**src/hdl/cbps_pkg.sv**
```systemverilog
package cbps_pkg;

  // Field and arithmetic widths
  localparam int COORD_W     = 16;
  localparam int T_FRAC      = 16;
  localparam int MAX_SAMPLES = 64;
  localparam int CNT_W       = $clog2(MAX_SAMPLES);
  localparam int NUM_PTS     = 8;
  localparam int PT_IDX_W    = $clog2(NUM_PTS);

  localparam int U_W    = T_FRAC + 1;            // u = 1 - t, can be exactly one
  localparam int SQ_W   = 2 * T_FRAC + 1;        // u*u, t*t
  localparam int W_W    = 3 * T_FRAC + 1;        // cubic weights
  localparam int B_W    = (COORD_W + 2 > U_W) ? COORD_W + 2 : U_W;
  localparam int A_W    = W_W;
  localparam int PROD_W = A_W + B_W;
  localparam int ACC_W  = 3 * T_FRAC + COORD_W + 2;
  localparam int SHIFT  = 3 * T_FRAC;

  localparam logic [ACC_W-1:0]   ACC_HALF  = ACC_W'(1) << (SHIFT - 1);
  localparam logic [COORD_W-1:0] COORD_SGN = COORD_W'(1) << (COORD_W - 1);
  localparam logic [T_FRAC-1:0]  STEP_RST  = T_FRAC'(4096);

  localparam int IN_DATA_W  = ((NUM_PTS * COORD_W + 7) / 8) * 8;
  localparam int OUT_DATA_W = ((2 * COORD_W + 7) / 8) * 8;

  // Microprogram
  localparam int NUM_STEPS = 18;
  localparam int STEP_W    = $clog2(NUM_STEPS);
  localparam logic [STEP_W-1:0] STEP_IDLE = STEP_W'(0);
  localparam logic [STEP_W-1:0] STEP_LOOP = STEP_W'(1);

  typedef enum logic [2:0] {
    A_U, A_UU, A_TT, A_W0, A_W1, A_W2, A_W3, A_T
  } a_sel_e;

  typedef enum logic [1:0] {
    B_U, B_T, B_PT
  } b_sel_e;

  typedef enum logic [2:0] {
    D_NONE, D_PROD, D_UU, D_TT, D_W0, D_W1, D_W2, D_W3
  } dest_e;

  typedef enum logic [1:0] {
    ACC_NOP, ACC_LOAD, ACC_ADD
  } acc_op_e;

  typedef enum logic [1:0] {
    SEQ_NEXT, SEQ_WAIT_IN, SEQ_EMIT
  } seq_e;

  typedef struct packed {
    a_sel_e                a_sel;
    b_sel_e                b_sel;
    logic [PT_IDX_W-1:0]   pt_idx;
    logic                  triple;
    dest_e                 dest;
    acc_op_e               acc_op;
    logic                  cap_x;
    seq_e                  seq;
  } uword_t;

  function automatic uword_t mk(a_sel_e a, b_sel_e b, logic [PT_IDX_W-1:0] idx,
                                logic tri3, dest_e d, acc_op_e op, logic cx,
                                seq_e sq);
    uword_t w;
    w.a_sel  = a;
    w.b_sel  = b;
    w.pt_idx = idx;
    w.triple = tri3;
    w.dest   = d;
    w.acc_op = op;
    w.cap_x  = cx;
    w.seq    = sq;
    return w;
  endfunction

  // Control store. Points are stored x0,y0,x1,y1,... so x of Pi sits at 2i.
  function automatic uword_t ucode(logic [STEP_W-1:0] step);
    uword_t w;
    case (step)
      5'd0:    w = mk(A_U,  B_U,  3'd0, 1'b0, D_NONE, ACC_NOP,  1'b0, SEQ_WAIT_IN);
      5'd1:    w = mk(A_U,  B_U,  3'd0, 1'b0, D_UU,   ACC_NOP,  1'b0, SEQ_NEXT);
      5'd2:    w = mk(A_T,  B_T,  3'd0, 1'b0, D_TT,   ACC_NOP,  1'b0, SEQ_NEXT);
      5'd3:    w = mk(A_UU, B_U,  3'd0, 1'b0, D_W0,   ACC_NOP,  1'b0, SEQ_NEXT);
      5'd4:    w = mk(A_UU, B_T,  3'd0, 1'b0, D_W1,   ACC_NOP,  1'b0, SEQ_NEXT);
      5'd5:    w = mk(A_TT, B_U,  3'd0, 1'b0, D_W2,   ACC_NOP,  1'b0, SEQ_NEXT);
      5'd6:    w = mk(A_TT, B_T,  3'd0, 1'b0, D_W3,   ACC_NOP,  1'b0, SEQ_NEXT);
      5'd7:    w = mk(A_W0, B_PT, 3'd0, 1'b0, D_PROD, ACC_NOP,  1'b0, SEQ_NEXT);
      5'd8:    w = mk(A_W1, B_PT, 3'd2, 1'b1, D_PROD, ACC_LOAD, 1'b0, SEQ_NEXT);
      5'd9:    w = mk(A_W2, B_PT, 3'd4, 1'b1, D_PROD, ACC_ADD,  1'b0, SEQ_NEXT);
      5'd10:   w = mk(A_W3, B_PT, 3'd6, 1'b0, D_PROD, ACC_ADD,  1'b0, SEQ_NEXT);
      5'd11:   w = mk(A_U,  B_U,  3'd0, 1'b0, D_NONE, ACC_ADD,  1'b0, SEQ_NEXT);
      5'd12:   w = mk(A_W0, B_PT, 3'd1, 1'b0, D_PROD, ACC_NOP,  1'b1, SEQ_NEXT);
      5'd13:   w = mk(A_W1, B_PT, 3'd3, 1'b1, D_PROD, ACC_LOAD, 1'b0, SEQ_NEXT);
      5'd14:   w = mk(A_W2, B_PT, 3'd5, 1'b1, D_PROD, ACC_ADD,  1'b0, SEQ_NEXT);
      5'd15:   w = mk(A_W3, B_PT, 3'd7, 1'b0, D_PROD, ACC_ADD,  1'b0, SEQ_NEXT);
      5'd16:   w = mk(A_U,  B_U,  3'd0, 1'b0, D_NONE, ACC_ADD,  1'b0, SEQ_NEXT);
      5'd17:   w = mk(A_U,  B_U,  3'd0, 1'b0, D_NONE, ACC_NOP,  1'b0, SEQ_EMIT);
      default: w = mk(A_U,  B_U,  3'd0, 1'b0, D_NONE, ACC_NOP,  1'b0, SEQ_WAIT_IN);
    endcase
    return w;
  endfunction

endpackage

```
**src/hdl/cubic_bezier_point_sampler.sv**
```systemverilog
// Cubic Bezier sampler, microcoded around one 49x18 multiplier and one accumulator.
// Each sample computes the weights u^3, 3u^2t, 3ut^2, t^3, then four
// multiply-accumulates per coordinate.
// A stalled output holds the program.
// Reset (async, active low) clears the sequencer and output valid; t_step resets to 1/16.
module cubic_bezier_point_sampler (
  input  logic                              clk_i,
  input  logic                              rst_ni,
  // config write channel: t_step
  input  logic                              cfg_valid_i,
  output logic                              cfg_ready_o,
  input  logic [cbps_pkg::T_FRAC-1:0]       cfg_data_i,
  // input curve
  input  logic                              s_axis_tvalid,
  output logic                              s_axis_tready,
  // start_x, start_y, ctrl1_x, ctrl1_y, ctrl2_x, ctrl2_y, end_x, end_y (low bits first)
  input  logic [cbps_pkg::IN_DATA_W-1:0]    s_axis_tdata,
  // output samples
  output logic                              m_axis_tvalid,
  input  logic                              m_axis_tready,
  // point_x, point_y (low bits first)
  output logic [cbps_pkg::OUT_DATA_W-1:0]   m_axis_tdata,
  output logic                              m_axis_tlast
);

  // Sequencer and control state
  logic [cbps_pkg::STEP_W-1:0]  step_q, step_d;
  logic [cbps_pkg::T_FRAC-1:0]  t_step_q;
  logic [cbps_pkg::T_FRAC-1:0]  t_q;
  logic [cbps_pkg::CNT_W-1:0]   n_q;
  logic                         m_valid_q;

  // Datapath registers
  logic [cbps_pkg::COORD_W-1:0] pt_q [cbps_pkg::NUM_PTS];
  logic [cbps_pkg::SQ_W-1:0]    uu_q, tt_q;
  logic [cbps_pkg::W_W-1:0]     w0_q, w1_q, w2_q, w3_q;
  logic [cbps_pkg::ACC_W-1:0]   prod_q, acc_q;
  logic [cbps_pkg::COORD_W-1:0] px_q;
  logic [cbps_pkg::COORD_W-1:0] out_x_q, out_y_q;
  logic                         out_last_q;

  cbps_pkg::uword_t             uw;
  logic [cbps_pkg::U_W-1:0]     u;
  logic [cbps_pkg::U_W-1:0]     t_next;
  logic                         is_last;
  logic                         in_fire, emit_go;
  logic [cbps_pkg::A_W-1:0]     a_val;
  logic [cbps_pkg::B_W-1:0]     b_val;
  logic [cbps_pkg::COORD_W-1:0] pt_sel;
  logic [cbps_pkg::PROD_W-1:0]  prod_full;
  logic [cbps_pkg::COORD_W-1:0] acc_coord;

  assign uw = cbps_pkg::ucode(step_q);

  assign cfg_ready_o   = 1'b1;
  assign s_axis_tready = (uw.seq == cbps_pkg::SEQ_WAIT_IN);
  assign in_fire       = s_axis_tvalid && s_axis_tready;
  assign emit_go       = (uw.seq == cbps_pkg::SEQ_EMIT) && (!m_valid_q || m_axis_tready);

  // u = 1 - t, next t and last-sample test
  assign u       = (cbps_pkg::U_W'(1) << cbps_pkg::T_FRAC) - cbps_pkg::U_W'(t_q);
  assign t_next  = cbps_pkg::U_W'(t_q) + cbps_pkg::U_W'(t_step_q);
  assign is_last = t_next[cbps_pkg::T_FRAC] ||
                   (n_q == cbps_pkg::CNT_W'(cbps_pkg::MAX_SAMPLES - 1));

  // Operand selection
  assign pt_sel = pt_q[uw.pt_idx];

  always_comb begin
    case (uw.a_sel)
      cbps_pkg::A_U:  a_val = cbps_pkg::A_W'(u);
      cbps_pkg::A_T:  a_val = cbps_pkg::A_W'(t_q);
      cbps_pkg::A_UU: a_val = cbps_pkg::A_W'(uu_q);
      cbps_pkg::A_TT: a_val = cbps_pkg::A_W'(tt_q);
      cbps_pkg::A_W0: a_val = w0_q;
      cbps_pkg::A_W1: a_val = w1_q;
      cbps_pkg::A_W2: a_val = w2_q;
      cbps_pkg::A_W3: a_val = w3_q;
      default:        a_val = '0;
    endcase
  end

  always_comb begin
    case (uw.b_sel)
      cbps_pkg::B_U: b_val = cbps_pkg::B_W'(u);
      cbps_pkg::B_T: b_val = cbps_pkg::B_W'(t_q);
      cbps_pkg::B_PT: begin
        if (uw.triple) begin
          b_val = cbps_pkg::B_W'(pt_sel) + (cbps_pkg::B_W'(pt_sel) << 1);
        end else begin
          b_val = cbps_pkg::B_W'(pt_sel);
        end
      end
      default: b_val = '0;
    endcase
  end

  assign prod_full = cbps_pkg::PROD_W'(a_val) * cbps_pkg::PROD_W'(b_val);

  // Rounded coordinate back from offset binary (half already added on load)
  assign acc_coord = acc_q[cbps_pkg::SHIFT +: cbps_pkg::COORD_W] ^ cbps_pkg::COORD_SGN;

  // Step counter with conditional jumps
  always_comb begin
    step_d = step_q;
    case (uw.seq)
      cbps_pkg::SEQ_WAIT_IN: if (in_fire) step_d = cbps_pkg::STEP_LOOP;
      cbps_pkg::SEQ_EMIT: begin
        if (emit_go) step_d = is_last ? cbps_pkg::STEP_IDLE : cbps_pkg::STEP_LOOP;
      end
      cbps_pkg::SEQ_NEXT: step_d = step_q + cbps_pkg::STEP_W'(1);
      default: step_d = cbps_pkg::STEP_IDLE;
    endcase
  end

  // Control registers
  always_ff @(posedge clk_i or negedge rst_ni) begin
    if (!rst_ni) begin
      step_q    <= cbps_pkg::STEP_IDLE;
      t_step_q  <= cbps_pkg::STEP_RST;
      t_q       <= '0;
      n_q       <= '0;
      m_valid_q <= 1'b0;
    end else begin
      step_q <= step_d;
      if (cfg_valid_i && cfg_ready_o) t_step_q <= cfg_data_i;
      if (in_fire) begin
        t_q <= '0;
        n_q <= '0;
      end else if (emit_go && !is_last) begin
        t_q <= t_next[cbps_pkg::T_FRAC-1:0];
        n_q <= n_q + cbps_pkg::CNT_W'(1);
      end
      if (emit_go) begin
        m_valid_q <= 1'b1;
      end else if (m_axis_tready) begin
        m_valid_q <= 1'b0;
      end
    end
  end

  // Datapath registers
  always_ff @(posedge clk_i) begin
    // control points kept in offset binary
    if (in_fire) begin
      for (int i = 0; i < cbps_pkg::NUM_PTS; i++) begin
        pt_q[i] <= s_axis_tdata[i*cbps_pkg::COORD_W +: cbps_pkg::COORD_W] ^ cbps_pkg::COORD_SGN;
      end
    end
    // multiplier writeback
    case (uw.dest)
      cbps_pkg::D_PROD: prod_q <= prod_full[cbps_pkg::ACC_W-1:0];
      cbps_pkg::D_UU:   uu_q   <= prod_full[cbps_pkg::SQ_W-1:0];
      cbps_pkg::D_TT:   tt_q   <= prod_full[cbps_pkg::SQ_W-1:0];
      cbps_pkg::D_W0:   w0_q   <= prod_full[cbps_pkg::W_W-1:0];
      cbps_pkg::D_W1:   w1_q   <= prod_full[cbps_pkg::W_W-1:0];
      cbps_pkg::D_W2:   w2_q   <= prod_full[cbps_pkg::W_W-1:0];
      cbps_pkg::D_W3:   w3_q   <= prod_full[cbps_pkg::W_W-1:0];
      default: ;
    endcase
    // accumulator
    case (uw.acc_op)
      cbps_pkg::ACC_LOAD: acc_q <= prod_q + cbps_pkg::ACC_HALF;
      cbps_pkg::ACC_ADD:  acc_q <= acc_q + prod_q;
      default: ;
    endcase
    if (uw.cap_x) px_q <= acc_coord;
    // output register
    if (emit_go) begin
      out_x_q    <= px_q;
      out_y_q    <= acc_coord;
      out_last_q <= is_last;
    end
  end

  assign m_axis_tvalid = m_valid_q;
  assign m_axis_tdata  = cbps_pkg::OUT_DATA_W'({out_y_q, out_x_q});
  assign m_axis_tlast  = out_last_q;

  // Checks
  a_accept_starts: assert property (@(posedge clk_i) disable iff (!rst_ni)
    in_fire |=> step_q == cbps_pkg::STEP_LOOP)
    else $error("program did not start after input beat");

  a_max_samples_last: assert property (@(posedge clk_i) disable iff (!rst_ni)
    (emit_go && n_q == cbps_pkg::CNT_W'(cbps_pkg::MAX_SAMPLES - 1)) |=> m_axis_tlast)
    else $error("sample limit reached without last flag");

  a_valid_from_emit: assert property (@(posedge clk_i) disable iff (!rst_ni)
    $rose(m_valid_q) |-> $past(uw.seq == cbps_pkg::SEQ_EMIT))
    else $error("output beat raised outside emit step");

endmodule

```
**config.mk**
```make
export PLATFORM = sky130hd
export DESIGN_NAME = cubic_bezier_point_sampler
export DESIGN_NICKNAME = d
export VERILOG_FILES = /design/src/hdl/cbps_pkg.sv /design/src/hdl/cubic_bezier_point_sampler.sv
export SDC_FILE = /design/constraint.sdc
export NUM_CORES = 2
export LEC_CHECK = 0
export BUFFER_PORTS_ARGS = -buffer_cell sky130_fd_sc_hd__clkbuf_2
export CAP_MARGIN = 5
export CORE_MARGIN = 4
export CORE_UTILIZATION = 45
export DETAILED_ROUTE_END_ITERATION = 10
export PLACE_DENSITY = 0.62
export SLEW_MARGIN = 20
export SYNTH_ARGS = -nofsm -noshare
export SYNTH_HDL_FRONTEND = slang
export SYNTH_SLANG_ARGS = --single-unit
```
**constraint.sdc**
```tcl
create_clock -name clk_i -period 16.2 [get_ports clk_i]
set_clock_uncertainty 0.1 [all_clocks]
set_input_delay 1.62 -clock clk_i [delete_from_list [all_inputs] [get_ports clk_i]]
set_output_delay 1.62 -clock clk_i [all_outputs]
set_load 0.05 [all_outputs]
```
Word level (Yosys, flattened, before mapping)
Memory sizes are Yosys's and may differ from the RTL's.
Index checks and enable logic that the tools add are counted.
- reductions and logical operators: 14
- bitwise gates (word level): 9
- multipliers: 1
- eq/ne operators: 23
- multiplexer cells: 16
- add/subtract/negate cells: 7
- operator list (cell ; number):
    $pmux 49 s8 ; 1
    $pmux 66 s2 ; 1
    $add 66x48->66 const B ; 1
    $add 66x66->66 ; 1
    $mul 49x18->66 ; 1
    $pmux 18 s3 ; 1
    $mux 16 ; 2
    $eq 3x3->1 const B ; 8
    $add 16x17->18 ; 1
    $mux 18 ; 1
    $add 16x16->17 ; 1
    $sub 17x16->17 const A ; 1
    $pmux 5 s3 ; 1
    $eq 3x2->1 const B ; 4
    $mux 6 ; 2
    $mux 5 ; 2
    $not 1->1 ; 9
    $add 6x1->6 const B ; 1
    $eq 2x1->1 const B ; 3
    $eq 2x2->1 const B ; 3
    $eq 3x1->1 const B ; 2
    $eq 6x6->1 const B ; 1
    $reduce_bool 2->1 ; 3
    $add 5x1->5 const B ; 1
    9 further kinds ; 18
- memory bits (read-only): 544
- bits of input ports: 149
- memories: 2
- register bits: 487
- RAM bits: 128
- memory list (memory ; words ; width ; read ports ; clocked after Yosys merged registers in ; wr ports ; line ; text):
    (name not given) ; 32 ; 17 ; 1 ; 0 ; 0 ; cbps_pkg.sv:82 ; case (step)
    pt_q ; 8 ; 16 ; 1 ; 0 ; 8 ; cubic_bezier_point_sampler.sv:34 ; logic [cbps_pkg::COORD_W-1:0] pt_q [cbps_pkg::NUM_PTS];

Depth between registers and ports, before layout
- word-level depth: 6
- mapped depth: 49
- gate-level depth less buffers: 43

Least setup slack after synthesis
No wires, ideal clock.
- path kind: reg2reg
- from: reg step_q[1] in the netlist's numbering
- to: reg prod_q[63] in the netlist's numbering (data pin)
- slack: 4947 ps
- period minus slack after synthesis: 11253 ps
- cell stages (with the launch flop): 46
- data arrival time: 10885 ps
- required time: 15832 ps
- cell sequence: dfrtp_1 -> buf_2 -> inv_1 -> ha_1 -> mux2_4 -> and2_1 -> buf_6 -> buf_6 -> buf_2 -> buf_2 -> mux4_2 -> nand2_1 -> nand2_1 -> ha_1 -> a21o_1 -> a21o_1 -> a221o_1 -> a2111oi_0 -> [... 10 more ...] -> fa_1 -> fa_1 -> inv_1 -> fa_1 -> inv_1 -> ha_1 -> a21o_1 -> a21o_1 -> a21oi_1 -> o2111ai_1 -> o21ai_0 -> o22a_1 -> a31oi_1 -> a31oi_1 -> o21ai_0 -> a221o_1 -> a21oi_1 -> xnor3_1
- word-level cells in the longest chain between the ends: 6
- elaborated cells on any way between the ends: 18
- ends and longest elaborated chain (element ; line ; text):
    from (decl) ; cubic_bezier_point_sampler.sv:27 ; logic [cbps_pkg::STEP_W-1:0] step_q, step_d;
    from (signal assigned) ; cubic_bezier_point_sampler.sv:119 ; step_q <= cbps_pkg::STEP_IDLE;
    from (signal assigned) ; cubic_bezier_point_sampler.sv:125 ; step_q <= step_d;
    $mem_v2 32x17 * ; - ;
    $mem_v2 8x16 ; - ;
    $add 16x17->18 ; cubic_bezier_point_sampler.sv:89 ; b_val = cbps_pkg::B_W'(pt_sel) + (cbps_pkg::B_W'(pt_sel) << 1);
    $mux 18 ; cubic_bezier_point_sampler.sv:88 ; if (uw.triple) begin
    $pmux 18 s3 ; cubic_bezier_point_sampler.sv:84 ; case (uw.b_sel)
    $mul 49x18->66 * ; cubic_bezier_point_sampler.sv:98 ; assign prod_full = cbps_pkg::PROD_W'(a_val) * cbps_pkg::PROD_W'(b_val);
    named net prod_full, one bit ; cubic_bezier_point_sampler.sv:50 ; logic [cbps_pkg::PROD_W-1:0] prod_full;
    to (signal assigned) ; cubic_bezier_point_sampler.sv:152 ; cbps_pkg::D_PROD: prod_q <= prod_full[cbps_pkg::ACC_W-1:0];
    to (decl) ; cubic_bezier_point_sampler.sv:37 ; logic [cbps_pkg::ACC_W-1:0] prod_q, acc_q;
The timed path passes the listed nets; every way through them passes the cells marked *.
A chain may end at the register's enable or synchronous reset.

Worst setup path in the final report
Ends and elaborated chain as after synthesis.

==> metrics.csv <==
stage,metric,value,unit
clock_network,cts_made_buffers,61,
worst_setup_path,cp-start-kind,flip-flop,
worst_setup_path,cp_common_cell,fa_1,
grt,met3_usage,4.42,%
final_layout,ff_latch_area,18100,um^2
clock_network,h-tree-depth,2,
clock_network,clock-sinks,611,
floorplanning,die_x,361,um
final_layout,nets,6586,
final_layout,area_growth_syn_to_layout,8.97,%
grt,grt_most_used_layer,met2,
detailed_routing,dr.pass1.iters,5,
worst_hold_path,hold_path.class,reg2reg,
placed_design,port_buffers,183,
yosys,ys_seq_area_share,32.4,%
worst_setup_path,cp_slowest_cell,dfrtp_1,
grt,grt_pass1_vias,41678,
clock_network,ctsHoldBuffers,0,
clock_network,ctsResizeCount,0,
detailed_routing,routed_via_density,5.62,
sta,post-route-period-util,78.6,%
final_layout,multiInputGateArea,33700,um^2
sta,finalCriticalPeriod,12730,ps
final_layout,drive_above_1_share,10.1,%
clock_network,root_buffer,clkbuf_16,
flow_run,cap_violations,0,
yosys,netlist.area_leader.share,30.4,%
yosys,async_flop_share,7.20,%
floorplanning,pin_count,185,
worst_setup_path,cp.arrival,13040,ps
yosys,synth_area_leaders,"edfxtp_1 30%, fa_1 27%, inv_1 6.0%",
final_layout,nFillCells,11245,
worst_setup_path,worstPathMaxFanout,32,
worst_setup_path,worstSetupEndpointType,flip-flop,
clock_network,worstSkewPairLatency,670,ps
yosys,synth_edf_count,567,
grt,met1_usage,35.6,%
placed_design,gp_congestion,0.921,
yosys,syn_area,56000,um^2
sta,hold_violations,0,
clock_network,cts_tree,yes,
yosys,synth.distinct_cells,100,
final_layout,antenna_cells,0,
yosys,synth_most_common_cell,inv_1,
yosys,synth_ff_type,edfxtp_1,
yosys,ys_seq_elements,611,
sta,worstMarginPinSlew,1150,ps
detailed_routing,route.detailed.drc,0,
detailed_routing,drt-total-wl,158000,um
yosys,synthCells,5374,
grt,grt_pass1_wl,247000,um
grt,grt_antenna_before_repair,2,
clock_network,post-cts-setup-buffer-count,0,
sta,fmax,78.6,MHz
worst_setup_path,max_stage_delay,640,ps
floorplanning,start_util,45.3,%
grt,grt_max_degree,83,
yosys,synthTopCellsByCount,"893 x inv_1, 805 x nand2_1, 752 x fa_1",
grt,track_usage,24.3,%
sta,rsz0062_at_grt,no,
sta,finalSetupTns,0,ps
yosys,yosys_warnings,0,
yosys,synth_area_per_cell,10.4,um^2
detailed_routing,vias,40166,
yosys,synthesis.nets,6506,
clock_network,clk_pin_slew,70,ps
detailed_routing,avgRoutedWirePerCell,22.1,um
placed_design,hpwl,117000,um
grt,grt-ovfl-total,0,
worst_setup_path,crit_required,16510,ps
status,status,"complete, no violations",
grt,use_met2,37.9,%
floorplanning,coreArea,124000,um^2
detailed_routing,drtIter0Drc,3696,
floorplanning,die_area,130000,um^2
sta,slew_viol_final,0,
sta,report.final.setup_viol,0,
yosys,yosys.area.top_type,edfxtp_1,
clock_network,clk_path_buf_depth,3,
floorplanning,dieHeight,361,um
worst_setup_path,r2r_cells,39,
worst_setup_path,path_class,reg2reg,
sta,relSlewSlack,22.6,%
detailed_routing,ant_nets,0,
worst_hold_path,whs_path_depth,0,
worst_setup_path,rrSetupSlack,3470,ps
floorplanning,num_rows,129,
stage by stage:
step / worst slack (ps) / area [um^2] / instances / util [%] / hold WS [ps]
6_report: 3470 / 61000 / 7142 / 49.3 / 315
5_1_grt: 2610 / 61000 / 7142 / 49.3 / 318
4_1_cts: 2840 / 61000 / 7142 / 49.3 / 301
3_5_place_dp: 2880 / 58800 / 7028 / 47.6 / 305
3_3_place_gp: 3080 / 58800 / 7028 / 47.6 / 301
2_1_floorplan: 4950 / 56000 / 5374 / - / 300
layout make-up:
cell class	instances	area share, %
clock inverter	46	0.933
tap	1637	3.36
clock buffer	68	2.58
multi-input combinational	3616	55.3
timing repair buffer	271	2.58
inverter	893	5.50
sequential	611	29.7
sequential cells by signal, summed over array words and instances (netlist names), 33 cells and up:
name,cells
acc_q,64
prod_q,64
pt_q,128
tt_q,33
uu_q,33
w0_q,49
w1_q,49
w2_q,49
w3_q,49
layout by cell type (no fill, tap or decap), types with 11 or more instances in the layout:
master	count
nor2b_1	46
a22o_1	49
nor3_1	39
fa_1	752
buf_4	88
xor2_1	68
o22ai_1	11
or3_1	31
and3_1	26
a221o_1	17
mux2_2	55
xnor2_1	101
edfxtp_1	567
a211oi_1	19
a21boi_0	11
a21o_1	116
clkbuf_16	62
o21ai_0	124
nand3_1	56
o21bai_1	24
nand2_2	13
inv_1	891
a22oi_1	24
clkbuf_2	183
nor3_2	12
mux4_2	27
and2_1	105
nand4_1	29
ha_1	230
nand2_1	804
nor2_1	286
a31oi_1	27
nand2b_1	34
dfrtp_1	43
o2111ai_1	11
o211ai_1	14
o21a_1	13
mux2i_1	45
a21oi_1	203
path summary, 6_finish.rpt:
check / startpoint / end
worst max-delay path: step_q[1] / prod_q[63]
worst min-delay path: px_q[9] / out_x_q[9]
worst max register to register: step_q[1] / prod_q[63]
worst min register to register: px_q[9] / out_x_q[9]
max in group asynchronous: rst_ni / t_q[8]
min in group asynchronous: rst_ni / m_axis_tvalid
critical path: cells and delay by family (launching register included):
kind | cells | cell delay [ps]
AND/OR/NAND/NOR | 7 | 2230
flip-flops | 1 | 640
adder cells (fa/ha/maj) | 9 | 4060
buffers and inverters | 4 | 450
XOR/XNOR | 1 | 380
AO/OA/AOI/OAI | 15 | 3360
multiplexers | 3 | 1180
kinds of logic after synthesis:
kind of cell	synth area share (%)
muxes	3.02
DFF	32.4
buffers and inverters	7.98
adders and majority gates	32.1
xor gates and xnor gates	2.76
other	0.00670
and+or+nand+nor	12.4
AOI/OAI and AO/OA	9.41
per-layer routing:
metal	share of wire, %	vias to the layer above
met5	0	-
met4	2.5	0
met3	8.7	208
met2	45	1702
met1	44	20556
li1	-	17700
Power is left out: the tool's default activity adds up to more than one toggle a clock period on the data nets, which glitch-free logic cannot reach.
